--- src/design/gonw_pkg.sv ---
package gonw_pkg;

  // Storage side of the square wall bitmap
  localparam int MAX_SIDE = 64;
  localparam int SIDE_W   = $clog2(MAX_SIDE);
  localparam int SIZE_W   = SIDE_W + 1;
  localparam int ADDR_W   = 2 * SIDE_W;
  localparam int MEM_D    = 1 << ADDR_W;

  // Fixed field widths
  localparam int CELL_W   = 6;
  localparam int CFG_W    = 7;
  localparam int CFG_IDX_W = 1;
  localparam int FDIST_W  = 11;
  localparam int OPEN_W   = 17;

  // Index width wide enough for both the field and the storage side
  localparam int IDX_W    = (SIDE_W > CELL_W) ? SIDE_W : CELL_W;
  localparam int CMP_W    = IDX_W + 1;

  // Squared distance register, never narrower than the result field
  localparam int SQ_W     = 2 * SIDE_W;
  localparam int DIST_W   = (SQ_W + 1 > FDIST_W) ? SQ_W + 1 : FDIST_W;
  localparam int FDIST_MAX = (1 << FDIST_W) - 1;

  // Reciprocal: numerator (1.0 + d/2) stays below 2^17 for every legal side
  localparam int NUM_W    = OPEN_W;
  localparam int CNT_W    = $clog2(NUM_W);
  localparam int ONE_Q16  = 65536;

  localparam int ROWS_RESET = 40;
  localparam int COLS_RESET = 40;

  localparam logic CMD_LOAD  = 1'b0;
  localparam logic CMD_QUERY = 1'b1;

  localparam logic [CFG_IDX_W-1:0] REG_MAP_ROWS = 1'b0;
  localparam logic [CFG_IDX_W-1:0] REG_MAP_COLS = 1'b1;

  typedef struct packed {
    logic              cmd;
    logic [CELL_W-1:0] cell_row;
    logic [CELL_W-1:0] cell_col;
    logic              wall_bit;
  } in_t;

  typedef struct packed {
    logic               marked;
    logic [FDIST_W-1:0] nearest_dist_sq;
    logic [OPEN_W-1:0]  openness;
  } out_t;

  typedef enum logic [3:0] {
    ST_CLEAR,
    ST_IDLE,
    ST_LOAD,
    ST_INIT,
    ST_SCAN,
    ST_DRAIN,
    ST_RECIP,
    ST_DIV,
    ST_OUT
  } state_t;

  typedef struct packed {
    logic latch;
    logic clr_wr;
    logic load_wr;
    logic cnt_zero;
    logic step_full;
    logic scan_rd;
    logic init_best;
    logic zero_res;
    logic recip_load;
    logic div_step;
  } ctrl_t;

  typedef struct packed {
    logic in_map;
    logic last_full;
    logic last_map;
    logic pipe_empty;
    logic best_zero;
    logic div_last;
  } stat_t;

  function automatic logic [SIZE_W-1:0] used_size(input logic [CFG_W-1:0] v);
    logic [SIZE_W-1:0] r;
    if (v == '0) begin
      r = SIZE_W'(1);
    end else if (int'(v) > MAX_SIDE) begin
      r = SIZE_W'(MAX_SIDE);
    end else begin
      r = SIZE_W'(v);
    end
    return r;
  endfunction

endpackage

--- src/design/gonw_ctrl.sv ---
module gonw_ctrl (
  input  logic            clk,
  input  logic            rst,
  input  logic            start,
  input  logic            start_cmd,
  input  gonw_pkg::stat_t stat,
  output gonw_pkg::ctrl_t ctrl,
  output logic            busy,
  output logic            done
);
  import gonw_pkg::*;

  state_t state, state_next;

  always_ff @(posedge clk) begin
    if (rst) begin
      state <= ST_CLEAR;
    end else begin
      state <= state_next;
    end
  end

  always_comb begin
    state_next = state;
    ctrl       = '0;
    busy       = 1'b1;
    done       = 1'b0;
    unique case (state)
      ST_CLEAR: begin
        ctrl.clr_wr    = 1'b1;
        ctrl.step_full = 1'b1;
        if (stat.last_full) begin
          state_next = ST_IDLE;
        end
      end
      ST_IDLE, ST_OUT: begin
        busy = 1'b0;
        done = (state == ST_OUT);
        if (start) begin
          ctrl.latch = 1'b1;
          state_next = (start_cmd == CMD_LOAD) ? ST_LOAD : ST_INIT;
        end else begin
          state_next = ST_IDLE;
        end
      end
      ST_LOAD: begin
        ctrl.load_wr = 1'b1;
        state_next   = ST_IDLE;
      end
      ST_INIT: begin
        if (stat.in_map) begin
          ctrl.init_best = 1'b1;
          ctrl.cnt_zero  = 1'b1;
          state_next     = ST_SCAN;
        end else begin
          ctrl.zero_res = 1'b1;
          state_next    = ST_OUT;
        end
      end
      ST_SCAN: begin
        ctrl.scan_rd = 1'b1;
        if (stat.last_map) begin
          state_next = ST_DRAIN;
        end
      end
      ST_DRAIN: begin
        if (stat.pipe_empty) begin
          state_next = ST_RECIP;
        end
      end
      ST_RECIP: begin
        // a zero distance means the queried cell itself is a wall
        if (stat.best_zero) begin
          ctrl.zero_res = 1'b1;
          state_next    = ST_OUT;
        end else begin
          ctrl.recip_load = 1'b1;
          state_next      = ST_DIV;
        end
      end
      ST_DIV: begin
        ctrl.div_step = 1'b1;
        if (stat.div_last) begin
          state_next = ST_OUT;
        end
      end
      default: begin
        state_next = ST_IDLE;
      end
    endcase
  end

endmodule

--- config.mk ---
export PLATFORM = sky130hd
export DESIGN_NAME = gonw_ctrl
export DESIGN_NICKNAME = d
export VERILOG_FILES = /design/src/design/gonw_pkg.sv /design/src/design/gonw_ctrl.sv
export SDC_FILE = /design/constraint.sdc
export NUM_CORES = 1
export LEC_CHECK = 0
export BUFFER_PORTS_ARGS = -buffer_cell sky130_fd_sc_hd__buf_2
export CAP_MARGIN = 40
export CORE_AREA = 2 2 39 41
export DETAILED_ROUTE_END_ITERATION = 10
export DIE_AREA = 0 0 41 43
export GPL_TIMING_DRIVEN = 0
export HOLD_SLACK_MARGIN = 0.1
export PLACE_DENSITY = 0.72
export SYNTH_ARGS = -nofsm -noshare
export SYNTH_HDL_FRONTEND = slang
export SYNTH_SLANG_ARGS = --single-unit
--- constraint.sdc ---
create_clock -name clk -period 3.6 [get_ports clk]
set_clock_uncertainty 0.05 [all_clocks]
set_input_delay 0.18 -clock clk [delete_from_list [all_inputs] [get_ports clk]]
set_output_delay 0.18 -clock clk [all_outputs]
set_load 0.1 [all_outputs]
== After elaboration in Yosys (flattened, before gate mapping) ==
Cells that the tools add are included.
Storage, ports and cells
  bits in registers: 4
  bits in latches: 0
  RAM bits: 0
  ROM bits: 0
  bits of input ports: 10
  output and inout port bits: 12
  logic and storage cells: 40
  memories: 0
Cells by class
  add/subtract/negate cells: 0
  multiply operators: 0
  div/mod/pow operators: 0
  $lt $le $gt $ge: 0
  equal/unequal tests: 12
  shift-type cells: 0
  multiplexer cells: 24
  bitwise logic cells: 0
  reductions and logical operators: 3
Operators with widths (number)
  4-bit case mux with 7 select lines: 1
  4-bit two-way mux: 6
  4-bit by 3-bit equality test with 1-bit output (second input constant): 4
  1-bit two-way mux: 15
  4-bit by 2-bit equality test with 1-bit output (second input constant): 2
  2-bit != test (second input constant): 4
  4-bit by 1-bit equality test with 1-bit output (second input constant): 1
  4-bit equality test (second input constant): 1
  4-bit zero test: 1
  4-bit AND reduction: 1
  2-bit two-way mux: 1
  1-bit case mux with 2 select lines: 1
  2-bit OR reduction: 1

== Longest topological paths before layout ==
Gate-level depths: netlist (run 1).
  depth after elaboration: 3
  mapped depth: 6

== Least setup slack after synthesis (run 1) ==
No wires, ideal clock.
  kind: register to output
  from: register state[2]
  to: output port ctrl[8] (netlist name)
  arrival: 4197 ps
  required time: 3370 ps
  slack: -827 ps
  stages on the path, launching flop included: 5
  path buffers: 3
  cells stage by stage: dfxtp_1 > buf_6 > buf_2 > nor4_1 > buf_4
RTL lines
  from (decl): RTL line gonw_ctrl.sv:13  | state_t state, state_next;
  from (signal assigned): RTL line gonw_ctrl.sv:19  | state <= state_next;
  to (decl): RTL line gonw_ctrl.sv:7  | output gonw_pkg::ctrl_t ctrl,

==> results of run 1 <==
==> final cells by class <==
type | instances | area (sq um)
Inverter | 3 | 11.3
Sequential cell | 4 | 80.1
Fill cell | 144 | 729
Clock buffer | 3 | 22.5
Buffer | 7 | 52.6
Tap cell | 16 | 20.0
Timing Repair Buffer | 22 | 115
Multi-Input combinational cell | 47 | 353
==> layer usage <==
| layer | track usage | up-vias | share of wire |
|---|---|---|---|
| met5 | 0 | - | 0 |
| met4 | 0.0400 | 0 | 0.012 |
| met3 | 0.0628 | 2 | 0.072 |
| met2 | 0.225 | 22 | 0.48 |
| met1 | 0.211 | 241 | 0.44 |
| li1 | - | 275 | - |
==> per-stage QoR <==
stage               total power, uW  cell area [sq um]  std cells
global route                    181                654        102
global placement                115                622         98
finish                          172                654        102
CTS                             174                654        102
detailed placement              116                622         98
floorplan                       102                497         61
==> cells in the final DEF (no fill, tap or decap) <==
master,Yosys,final
o21ai_1,1,1
nand3b_1,2,2
buf_6,2,2
nor4b_2,1,3
xnor2_1,1,1
and3_1,1,1
clkbuf_4,0,3
or3_1,1,1
nor4bb_1,2,2
a21oi_1,3,3
a211oi_1,1,1
buf_4,2,2
or3b_1,1,1
nor3_2,2,2
a2bb2oi_1,2,2
or2_2,1,1
o21ba_1,1,1
o31ai_1,1,1
inv_2,1,1
mux2_1,1,1
nor4_2,1,3
nand2b_1,2,2
inv_1,2,2
o31a_1,1,1
nor3b_1,1,1
buf_2,3,24
o21ai_0,2,2
o31ai_2,1,1
dlygate4sd3_1,0,1
a31oi_1,1,1
nor2_1,7,7
dfxtp_1,4,4
nor2b_1,1,1
nand2_1,4,4
==> repair_timing <==
action	in CTS	in global routing
endpoints found under the hold margin	1	0
resized for setup	0	0
hold buffers	1	0
buffers inserted	0	0
==> worst reg2reg max path: stages, from the launching register on <==
cell	delay [ps]
dfxtp_1	480
buf_2	280
o21ba_1	180
a21oi_1	140
a2bb2oi_1	200
o31ai_2	70
==> kinds of logic after synthesis <==
kind of cell,count (synthesis),synth area share
multiplexers,1,0.0239
buffers and inverters,10,0.135
flip-flops,4,0.170
AO/OA/AOI/OAI,14,0.212
XOR/XNOR,1,0.0186
AND/OR/NAND/NOR,31,0.440
==> worst paths after layout <==
kind | startpoint | end | cells past startpoint
worst max-delay path | state[1] | ctrl[0] | 4
worst min-delay path | start_cmd | state[0] | 3
worst max register to register | state[1] | state[1] | 5
worst min register to register | state[3] | state[2] | 3
==> report_power, final <==
part | switching, uW | leakage [uW] | total [uW] | internal (uW)
sequential | 2.88 | 0.0000325 | 48.7 | 45.8
clock | 19.4 | 0.0000138 | 56.7 | 37.3
combinational | 47.2 | 0.000238 | 66.7 | 19.4
total | 69.5 | 0.000285 | 172 | 103
==> reports/results.tsv, run 1 <==
metric	value	unit
crit path time final	2000	ps
Die Y	43	microns
post-place setup slack	1830	ps
final hold violations	0	
Worst-path clk slew	30	ps
Lkg Pwr	0.000285	uW
via/cell ratio	5.29	
DRC errors left	0	
H-tree depth	1	
gpl congestion	0.809	
FP Rows	14	
Synth cell types	34	
area of the die	1760	sq um
WP data required	3370	ps
Reg with most FFs	state	
Worst Path Max Fanout	10	
post-synth top area share	0.170	
Clk Latency, worst-skew pair	240	ps
Pwr Density	263	nW/um^2
fmax	0.499	GHz
status	finished, final reports clean	
DRT iter0 DRCs	12	
Initial Utilization	0.341	
Antenna Violating Nets Remaining	0	
drt first pass iters	4	
peak supply drop	191	uV
CP top delay family	buffers and inverters	
setup slack, reg-to-reg	2100	ps
most instantiated library cell after synthesis	nor2_1	
Data arrival, critical path	1770	ps
aggregate global routing overflow	0	
CTS Buffer Depth	2	
Final Slew Violations	0	
RSZ-0062 raised after global routing	no	
Buf/Inv on CP	2	
boundary pin count	22	
crit path max-delay cell type	dfxtp_1	
initial antenna violation count	0	
Setup TNS	0	ps
Hold Crit Class	in2reg	
TritonCTS clock tree	done	
Vias	540	
gr usage total	0.156	
DP HPWL	880	microns
area grow syn2layout	38.7	%
clock buffers created by TritonCTS	3	
max_cap viols	0	
slew at the pin closest to its max-slew limit	486	ps
Synth Warn #	0	
final setup fails	0	
cell mode on critical path	buf_2	
clock tree sinks	4	
mean post-synth cell area	7.73	sq um
DIE WIDTH	41	microns
largest net degree at the start of global routing	11	
Mapped Nets	71	
clock root buffer	clkbuf_4	
CP Class	reg2out	
Crit. End Element	primary output	
core area	1380	sq um
Port Buffers	21	
final WL	1160	microns
fin nets	98	
hold_ws	200	ps
top cell type by total area after synthesis	dfxtp_1	
layout cells sized above 1	0.488	
Top Registers	state: 4 flops	
#FFs+latches synth	4	
synthesized area	472	sq um
Worst path max stage delay	480	ps
Slew HR	0.678	
vias in the first global route	482	
commonest cells in the netlist	nor2_1 (7), dfxtp_1 (4), nand2_1 (4)	
Post-synth EDFFs	0	
first-pass GRT wire length	1930	microns
Synth area leaders	dfxtp_1 (17%), nor2_1 (5.6%), buf_6 (4.8%)	
Ant. Diodes	0	
synthesized netlist cell count	61	
Post-synth top flop	dfxtp_1	
Async SR Flop Fraction	0	
Cell Chain, Critical Path	buf_2, nand2_1, nor2_1, buf_2	
utilization after layout	0.473	
sequential area share after synthesis	0.170	
crit path launch type	register	
fin crit share	0.557	
Setup WS post-layout	1600	ps
max FFs per register	4	
WL/cell	11.4	microns
Note: power is estimated with default switching activity, not from simulation.
==> run 2: changes to the inputs <==
--- a/config.mk
+++ b/config.mk
@@ -12,7 +12,7 @@
 export DIE_AREA = 0 0 41 43
 export GPL_TIMING_DRIVEN = 0
 export HOLD_SLACK_MARGIN = 0.1
-export PLACE_DENSITY = 0.72
+export PLACE_DENSITY = 0.74
 export SYNTH_ARGS = -nofsm -noshare
 export SYNTH_HDL_FRONTEND = slang
 export SYNTH_SLANG_ARGS = --single-unit
==> constraint.sdc (replaced) <==
create_clock -name clk -period 1.7 [get_ports clk]
set_clock_uncertainty 0.05 [all_clocks]
set_input_delay 0.085 -clock clk [delete_from_list [all_inputs] [get_ports clk]]
set_output_delay 0.085 -clock clk [all_outputs]
set_load 0.1 [all_outputs]
==> reports/results.tsv, run 2 (same netlist as run 1, synthesis figures left out) <==
metric	value	unit	change
status	finished, final reports clean		
gr usage total	0.175		+0.0184
DP Cell Count	98		unchanged
crit path launch type	register		
boundary pin count	22		unchanged
clock root buffer	clkbuf_4		
initial antenna violation count	0		unchanged
Reg2Reg Depth	5		unchanged
Crit. End Element	primary output		
TritonCTS clock tree	done		
Initial Utilization	0.341		unchanged
layout filler cell count	127		-12%
CTS Buffer Depth	2		unchanged
most frequent cells in the layout	buf_2 (11), buf_6 (8), buf_4 (7)		
Seq pwr share	0.269		-0.014
cell mode on critical path	buf_6		
Final Slew Violations	0		unchanged
worst setup path endpoint	ctrl[2]		
DP HPWL	1000	microns	+14%
Ant. Diodes	0		unchanged
Worst Path Max Fanout	9		-1
hold_ws	121	ps	-78.9 ps
largest net degree at the start of global routing	11		unchanged
final setup fails	0		unchanged
CP Class	reg2out		
Hold Crit Class	in2reg		
H-tree depth	1		unchanged
Port Buffers	21		unchanged
fin nets	98		unchanged
crit path max-delay cell type	or3b_1		
Worst path max stage delay	410	ps	-70 ps
worst setup path start	state[2]		
clock tree sinks	4		unchanged
Slew HR	0.680		+0.00157
Top Registers	state: 4 flops		
WL/cell	12.5	microns	+10%
Design Power	387	uW	+130%
DRT iter0 DRCs	11		-1
Reg2Reg Launch Point	state[2]		
WP data required	1560	ps	-1810 ps
Cell Chain, Critical Path	buf_6, or3b_1, a21oi_4, buf_6		
gpl congestion	0.786		-2.8%
Pwr Density	483	nW/um^2	+84%
drt first pass iters	4		unchanged
fmax	0.622	GHz	
core area	1380	sq um	unchanged
FP Rows	14		unchanged
Worst-path clk slew	40	ps	about the same
max FFs per register	4		unchanged
Antenna Violating Nets Remaining	0		unchanged
Clk Latency, worst-skew pair	230	ps	about the same
via/cell ratio	5.54		+4.6%
final WL	1280	microns	+10%
layout cells sized above 1	0.570		+0.0814
clock buffers created by TritonCTS	3		unchanged
Die Y	43	microns	unchanged
area of the die	1760	sq um	unchanged
slew at the pin closest to its max-slew limit	484	ps	-2.37 ps
peak supply drop	348	uV	+83%
clock share of power	0.301		-0.028
Non-Filler Instances	102		unchanged
Reg with most FFs	state		
post-CTS setup buffers	0		unchanged
Vias	565		+4.6%
crit path time final	1610	ps	
setup slack, reg-to-reg	240	ps	-1860 ps
vias in the first global route	533		+11%
max_cap viols	0		unchanged
Int Power	230	uW	+120%
area grow syn2layout	69.8	%	
DRC errors left	0		unchanged
Setup TNS	0	ps	unchanged
commonest non-fill, non-tap cell in the layout	buf_2		
DIE WIDTH	41	microns	unchanged
fin crit share	0.946		
FF-to-FF End	state[1]		
final hold violations	0		unchanged
RSZ-0062 raised after global routing	no		
first-pass GRT wire length	2160	microns	+12%
Lkg Pwr	0.000301	uW	+5.8%
Data arrival, critical path	1470	ps	-300 ps
switch share	0.405		+0.00142
combinational power share	0.430		+0.042
Net Switching	157	uW	+130%
aggregate global routing overflow	0		unchanged
## run 2: cell count changes in the layout (fill, tap and decap cells not counted), sizes merged
| cell | delta |
|---|---|
| buf | -1 |
| clkbuf | +1 |
## run 2: worst min-delay path by stage
stage | startpoint | endpoint | cells past startpoint
final | stat[0] | state[1] | 4
after detailed placement | rst | state[2] | 2
after CTS | stat[0] | state[1] | 4
after global placement | rst | state[2] | 2
after global routing | stat[0] | state[1] | 4
after floorplan | rst | state[2] | 1
## run 2: cell type report
type | count | area (sq um) | area share
buffer | 7 | 71.3 | 0.0891
sequential | 4 | 86.3 | 0.108
timing repair buffer | 22 | 159 | 0.198
tap | 16 | 20.0 | 0.0250
clock buffer | 3 | 22.5 | 0.0281
inverter | 3 | 11.3 | 0.0141
multi-input combinational | 47 | 430 | 0.538
## run 2: layer usage
layer	track usage	share of wire
met2	0.288	0.53
met4	0.0400	0
met5	0	0
met1	0.215	0.43
met3	0.0471	0.047
## run 2: stage by stage
stage / worst slack [ps] / utilization / instance area, sq um
after detailed placement: -42.4 / 0.513 / 709
final: 92.2 / 0.579 / 801
after global placement: -34.4 / 0.513 / 709
after CTS: 3.98 / 0.568 / 786
after floorplan: -480 / - / 584
after global routing: 6.46 / 0.579 / 801
## run 2: worst max-delay path, delay by kind of cell (launching register included)
kind / cells / cell delay, ps
buffers and inverters: 2 / 370
flip-flops: 1 / 300
AND/OR/NAND/NOR: 1 / 410
AO/OA/AOI/OAI: 1 / 160
## run 2: what timing repair did
item                                    in CTS  in global routing
endpoints found under the setup margin      11                  8
gates resized for setup                     16                  6
hold endpoints to repair                     1                  0
hold buffers                                 1                  0
## run 2: power groups by stage
| stage | logic (uW) | registers [uW] | clock network [uW] |
|---|---|---|---|
| after floorplan | 128 | 104 | 0 |
| after global placement | 153 | 105 | 0 |
| after detailed placement | 156 | 106 | 0 |
| after CTS | 165 | 104 | 120 |
| after global routing | 174 | 105 | 131 |
| final | 166 | 104 | 117 |
==> run 3: changes to the inputs <==
--- a/config.mk
+++ b/config.mk
@@ -5,6 +5,7 @@
 export SDC_FILE = /design/constraint.sdc
 export NUM_CORES = 1
 export LEC_CHECK = 0
+export ABC_AREA = 1
 export BUFFER_PORTS_ARGS = -buffer_cell sky130_fd_sc_hd__buf_2
 export CAP_MARGIN = 40
 export CORE_AREA = 2 2 39 41
@@ -12,7 +13,7 @@
 export DIE_AREA = 0 0 41 43
 export GPL_TIMING_DRIVEN = 0
 export HOLD_SLACK_MARGIN = 0.1
-export PLACE_DENSITY = 0.74
+export PLACE_DENSITY = 0.68
 export SYNTH_ARGS = -nofsm -noshare
 export SYNTH_HDL_FRONTEND = slang
 export SYNTH_SLANG_ARGS = --single-unit
==> reports/results.tsv, run 3 <==
metric	value	unit	change
DP HPWL	843	microns	-16%
Cell Chain, Critical Path	nor2_2, inv_1, nor2_2, nand2_1, clkinvlp_4, buf_12, buf_6		
fin crit share	0.950		+0.00410
CP top delay family	buffers and inverters		
post-place setup slack	134	ps	+177 ps
hold endpoint	state[0]		
DRC errors left	0		unchanged
Synth area leaders	dfxtp_1 (20%), nand2_1 (20%), inv_1 (14%)		
fmax	0.619	GHz	-0.43%
DRT iter0 DRCs	6		-5
crit path time final	1610	ps	+6.98 ps
via/cell ratio	4.40		-21%
vias in the first global route	464		-13%
Reg2Reg Depth	8		+3
CTS Buffer Depth	2		unchanged
Synth Warn #	0		unchanged
WP data required	1560	ps	about the same
hold_ws	156	ps	+34.0 ps
cell mode on critical path	nor2_2		
Vias	510		-9.7%
Top Registers	state: 4 flops		
max FFs per register	4		unchanged
synthesized netlist cell count	74		+21%
Antenna Violating Nets Remaining	0		unchanged
Post-synth top flop	dfxtp_1		
Design Power	421	uW	+8.9%
setup slack, reg-to-reg	440	ps	+200 ps
synthesized area	404	sq um	-14%
clock buffers created by TritonCTS	3		unchanged
aggregate global routing overflow	0		unchanged
Synth cell types	15		-56%
CP Class	reg2out		
first-pass GRT wire length	1640	microns	-24%
Reg2Reg Launch Point	state[2]		
final setup fails	0		unchanged
FP Rows	14		unchanged
slew at the pin closest to its max-slew limit	485	ps	+0.700 ps
largest net degree at the start of global routing	10		-1
#FFs+latches synth	4		unchanged
mean post-synth cell area	5.46	sq um	-29%
Buf/Inv on CP	4		+2
core area	1380	sq um	unchanged
Hold Crit Class	in2reg		
utilization after layout	0.464		-0.115
Die Y	43	microns	unchanged
commonest cells in the netlist	nand2_1 (21), inv_1 (15), nor2_1 (10)		
most instantiated library cell after synthesis	nand2_1		
RSZ-0062 raised after global routing	no		
fin nets	112		+14%
area of the die	1760	sq um	unchanged
Worst path max stage delay	360	ps	-50 ps
post-synth top area share	0.198		+0.0284
status	finished, final reports clean		
Reg with most FFs	state		
boundary pin count	22		unchanged
clock tree sinks	4		unchanged
Ant. Diodes	0		unchanged
final hold violations	0		unchanged
Sequential Area	82.6	sq um	-4.3%
drt first pass iters	4		unchanged
Pwr Density	657	nW/um^2	+36%
Initial Utilization	0.292		-0.0488
clock root buffer	clkbuf_4		
max_cap viols	0		unchanged
DIE WIDTH	41	microns	unchanged
area grow syn2layout	58.8	%	
multi-input logic area	269	sq um	-38%
initial antenna violation count	0		unchanged
Worst-path clk slew	40	ps	about the same
Slew HR	0.679		about the same
worst setup path start	state[3]		
H-tree depth	1		unchanged
Worst Path Max Fanout	5		-4
post-CTS setup buffers	0		unchanged
crit path max-delay cell type	dfxtp_2		
hold path depth	5		+1
Post-synth EDFFs	0		unchanged
Crit. End Element	primary output		
FF-to-FF End	state[1]		
Lkg Pwr	0.000369	uW	+22%
sequential area share after synthesis	0.198		+0.0284
WL/cell	8.80	microns	-30%
gr usage total	0.132		-0.0432
most frequent cells in the layout	nand2_1 (20), inv_1 (14), buf_2 (13)		
TritonCTS clock tree	done		
Placed Area	571	sq um	-20%
Mapped Nets	84		+18%
layout filler cell count	145		+14%
peak supply drop	270	uV	-22%
layout cells sized above 1	0.430		-0.140
crit path launch type	register		
Clk Latency, worst-skew pair	230	ps	about the same
Setup WS post-layout	85.2	ps	-6.98 ps
gpl congestion	0.771		-2.0%
Port Buffers	21		unchanged
commonest non-fill, non-tap cell in the layout	nand2_1		
Data arrival, critical path	1480	ps	about the same
Async SR Flop Fraction	0		unchanged
HP Start	start_cmd		
final WL	1020	microns	-20%
Final Slew Violations	0		unchanged
top cell type by total area after synthesis	dfxtp_1		
post-route cell area	642	sq um	-20%
-- run 3: layout make-up --
| type | count | area share |
|---|---|---|
| multi-input cells | 51 | 0.419 |
| repair buffers | 23 | 0.238 |
| flip-flops and latches | 4 | 0.129 |
| inverters | 17 | 0.105 |
| plain buffers | 2 | 0.0429 |
| clock buffers | 3 | 0.0351 |
| well taps | 16 | 0.0312 |
-- run 3: worst max path at each step --
| stage | endpoint | slack, ps | cells after the start |
|---|---|---|---|
| 5_1_grt | ctrl[6] | 10 | 7 |
| 3_5_place_dp | ctrl[6] | 130 | 7 |
| 3_3_place_gp | ctrl[6] | 140 | 7 |
| 2_1_floorplan | ctrl[8] | -270 | 4 |
| 6_report | ctrl[6] | 90 | 7 |
| 4_1_cts | ctrl[6] | 10 | 7 |
-- run 3: kinds of logic (layout without fill, tap and decap cells) --
group,Yosys count,count (layout),share of synthesized area
buffers and inverters,19,45,0.195
and+or+nand+nor,46,46,0.545
DFF,4,4,0.198
AOI/OAI and AO/OA,5,5,0.0619
-- run 3: routing by layer --
| layer | part of all wire | track usage | routed length (microns) | vias up |
|---|---|---|---|---|
| met3 | 0.067 | 0.0157 | 68 | 0 |
| met4 | 0 | 0.0600 | 0 | 0 |
| li1 | - | - | - | 272 |
| met1 | 0.39 | 0.145 | 401 | 223 |
| met5 | 0 | 0 | 0 | - |
| met2 | 0.54 | 0.231 | 551 | 15 |
-- run 3: stage by stage --
step	setup TNS, ps	std cells
floorplan	-467	74
global placement	0	111
detailed placement	0	111
CTS	0	116
global route	0	116
finish	0	116
-- run 3: power by group --
part / internal, uW / switching (uW)
Clock: 78.9 / 37.2
Sequential: 99.3 / 6.22
Combinational: 48.7 / 151
-- run 3: tightest hold or removal path, cell delays in order --
cell	delay, ps
buf_2	70
o21ai_0	60
nand2_1	60
nor2_1	40
nor2_1	80
-- run 3: repair_timing --
item,CTS,global route
endpoints found under the hold margin,4,0
gates cloned,0,0
endpoints found under the setup margin,3,7
resized for setup,3,9
hold buffers,2,0
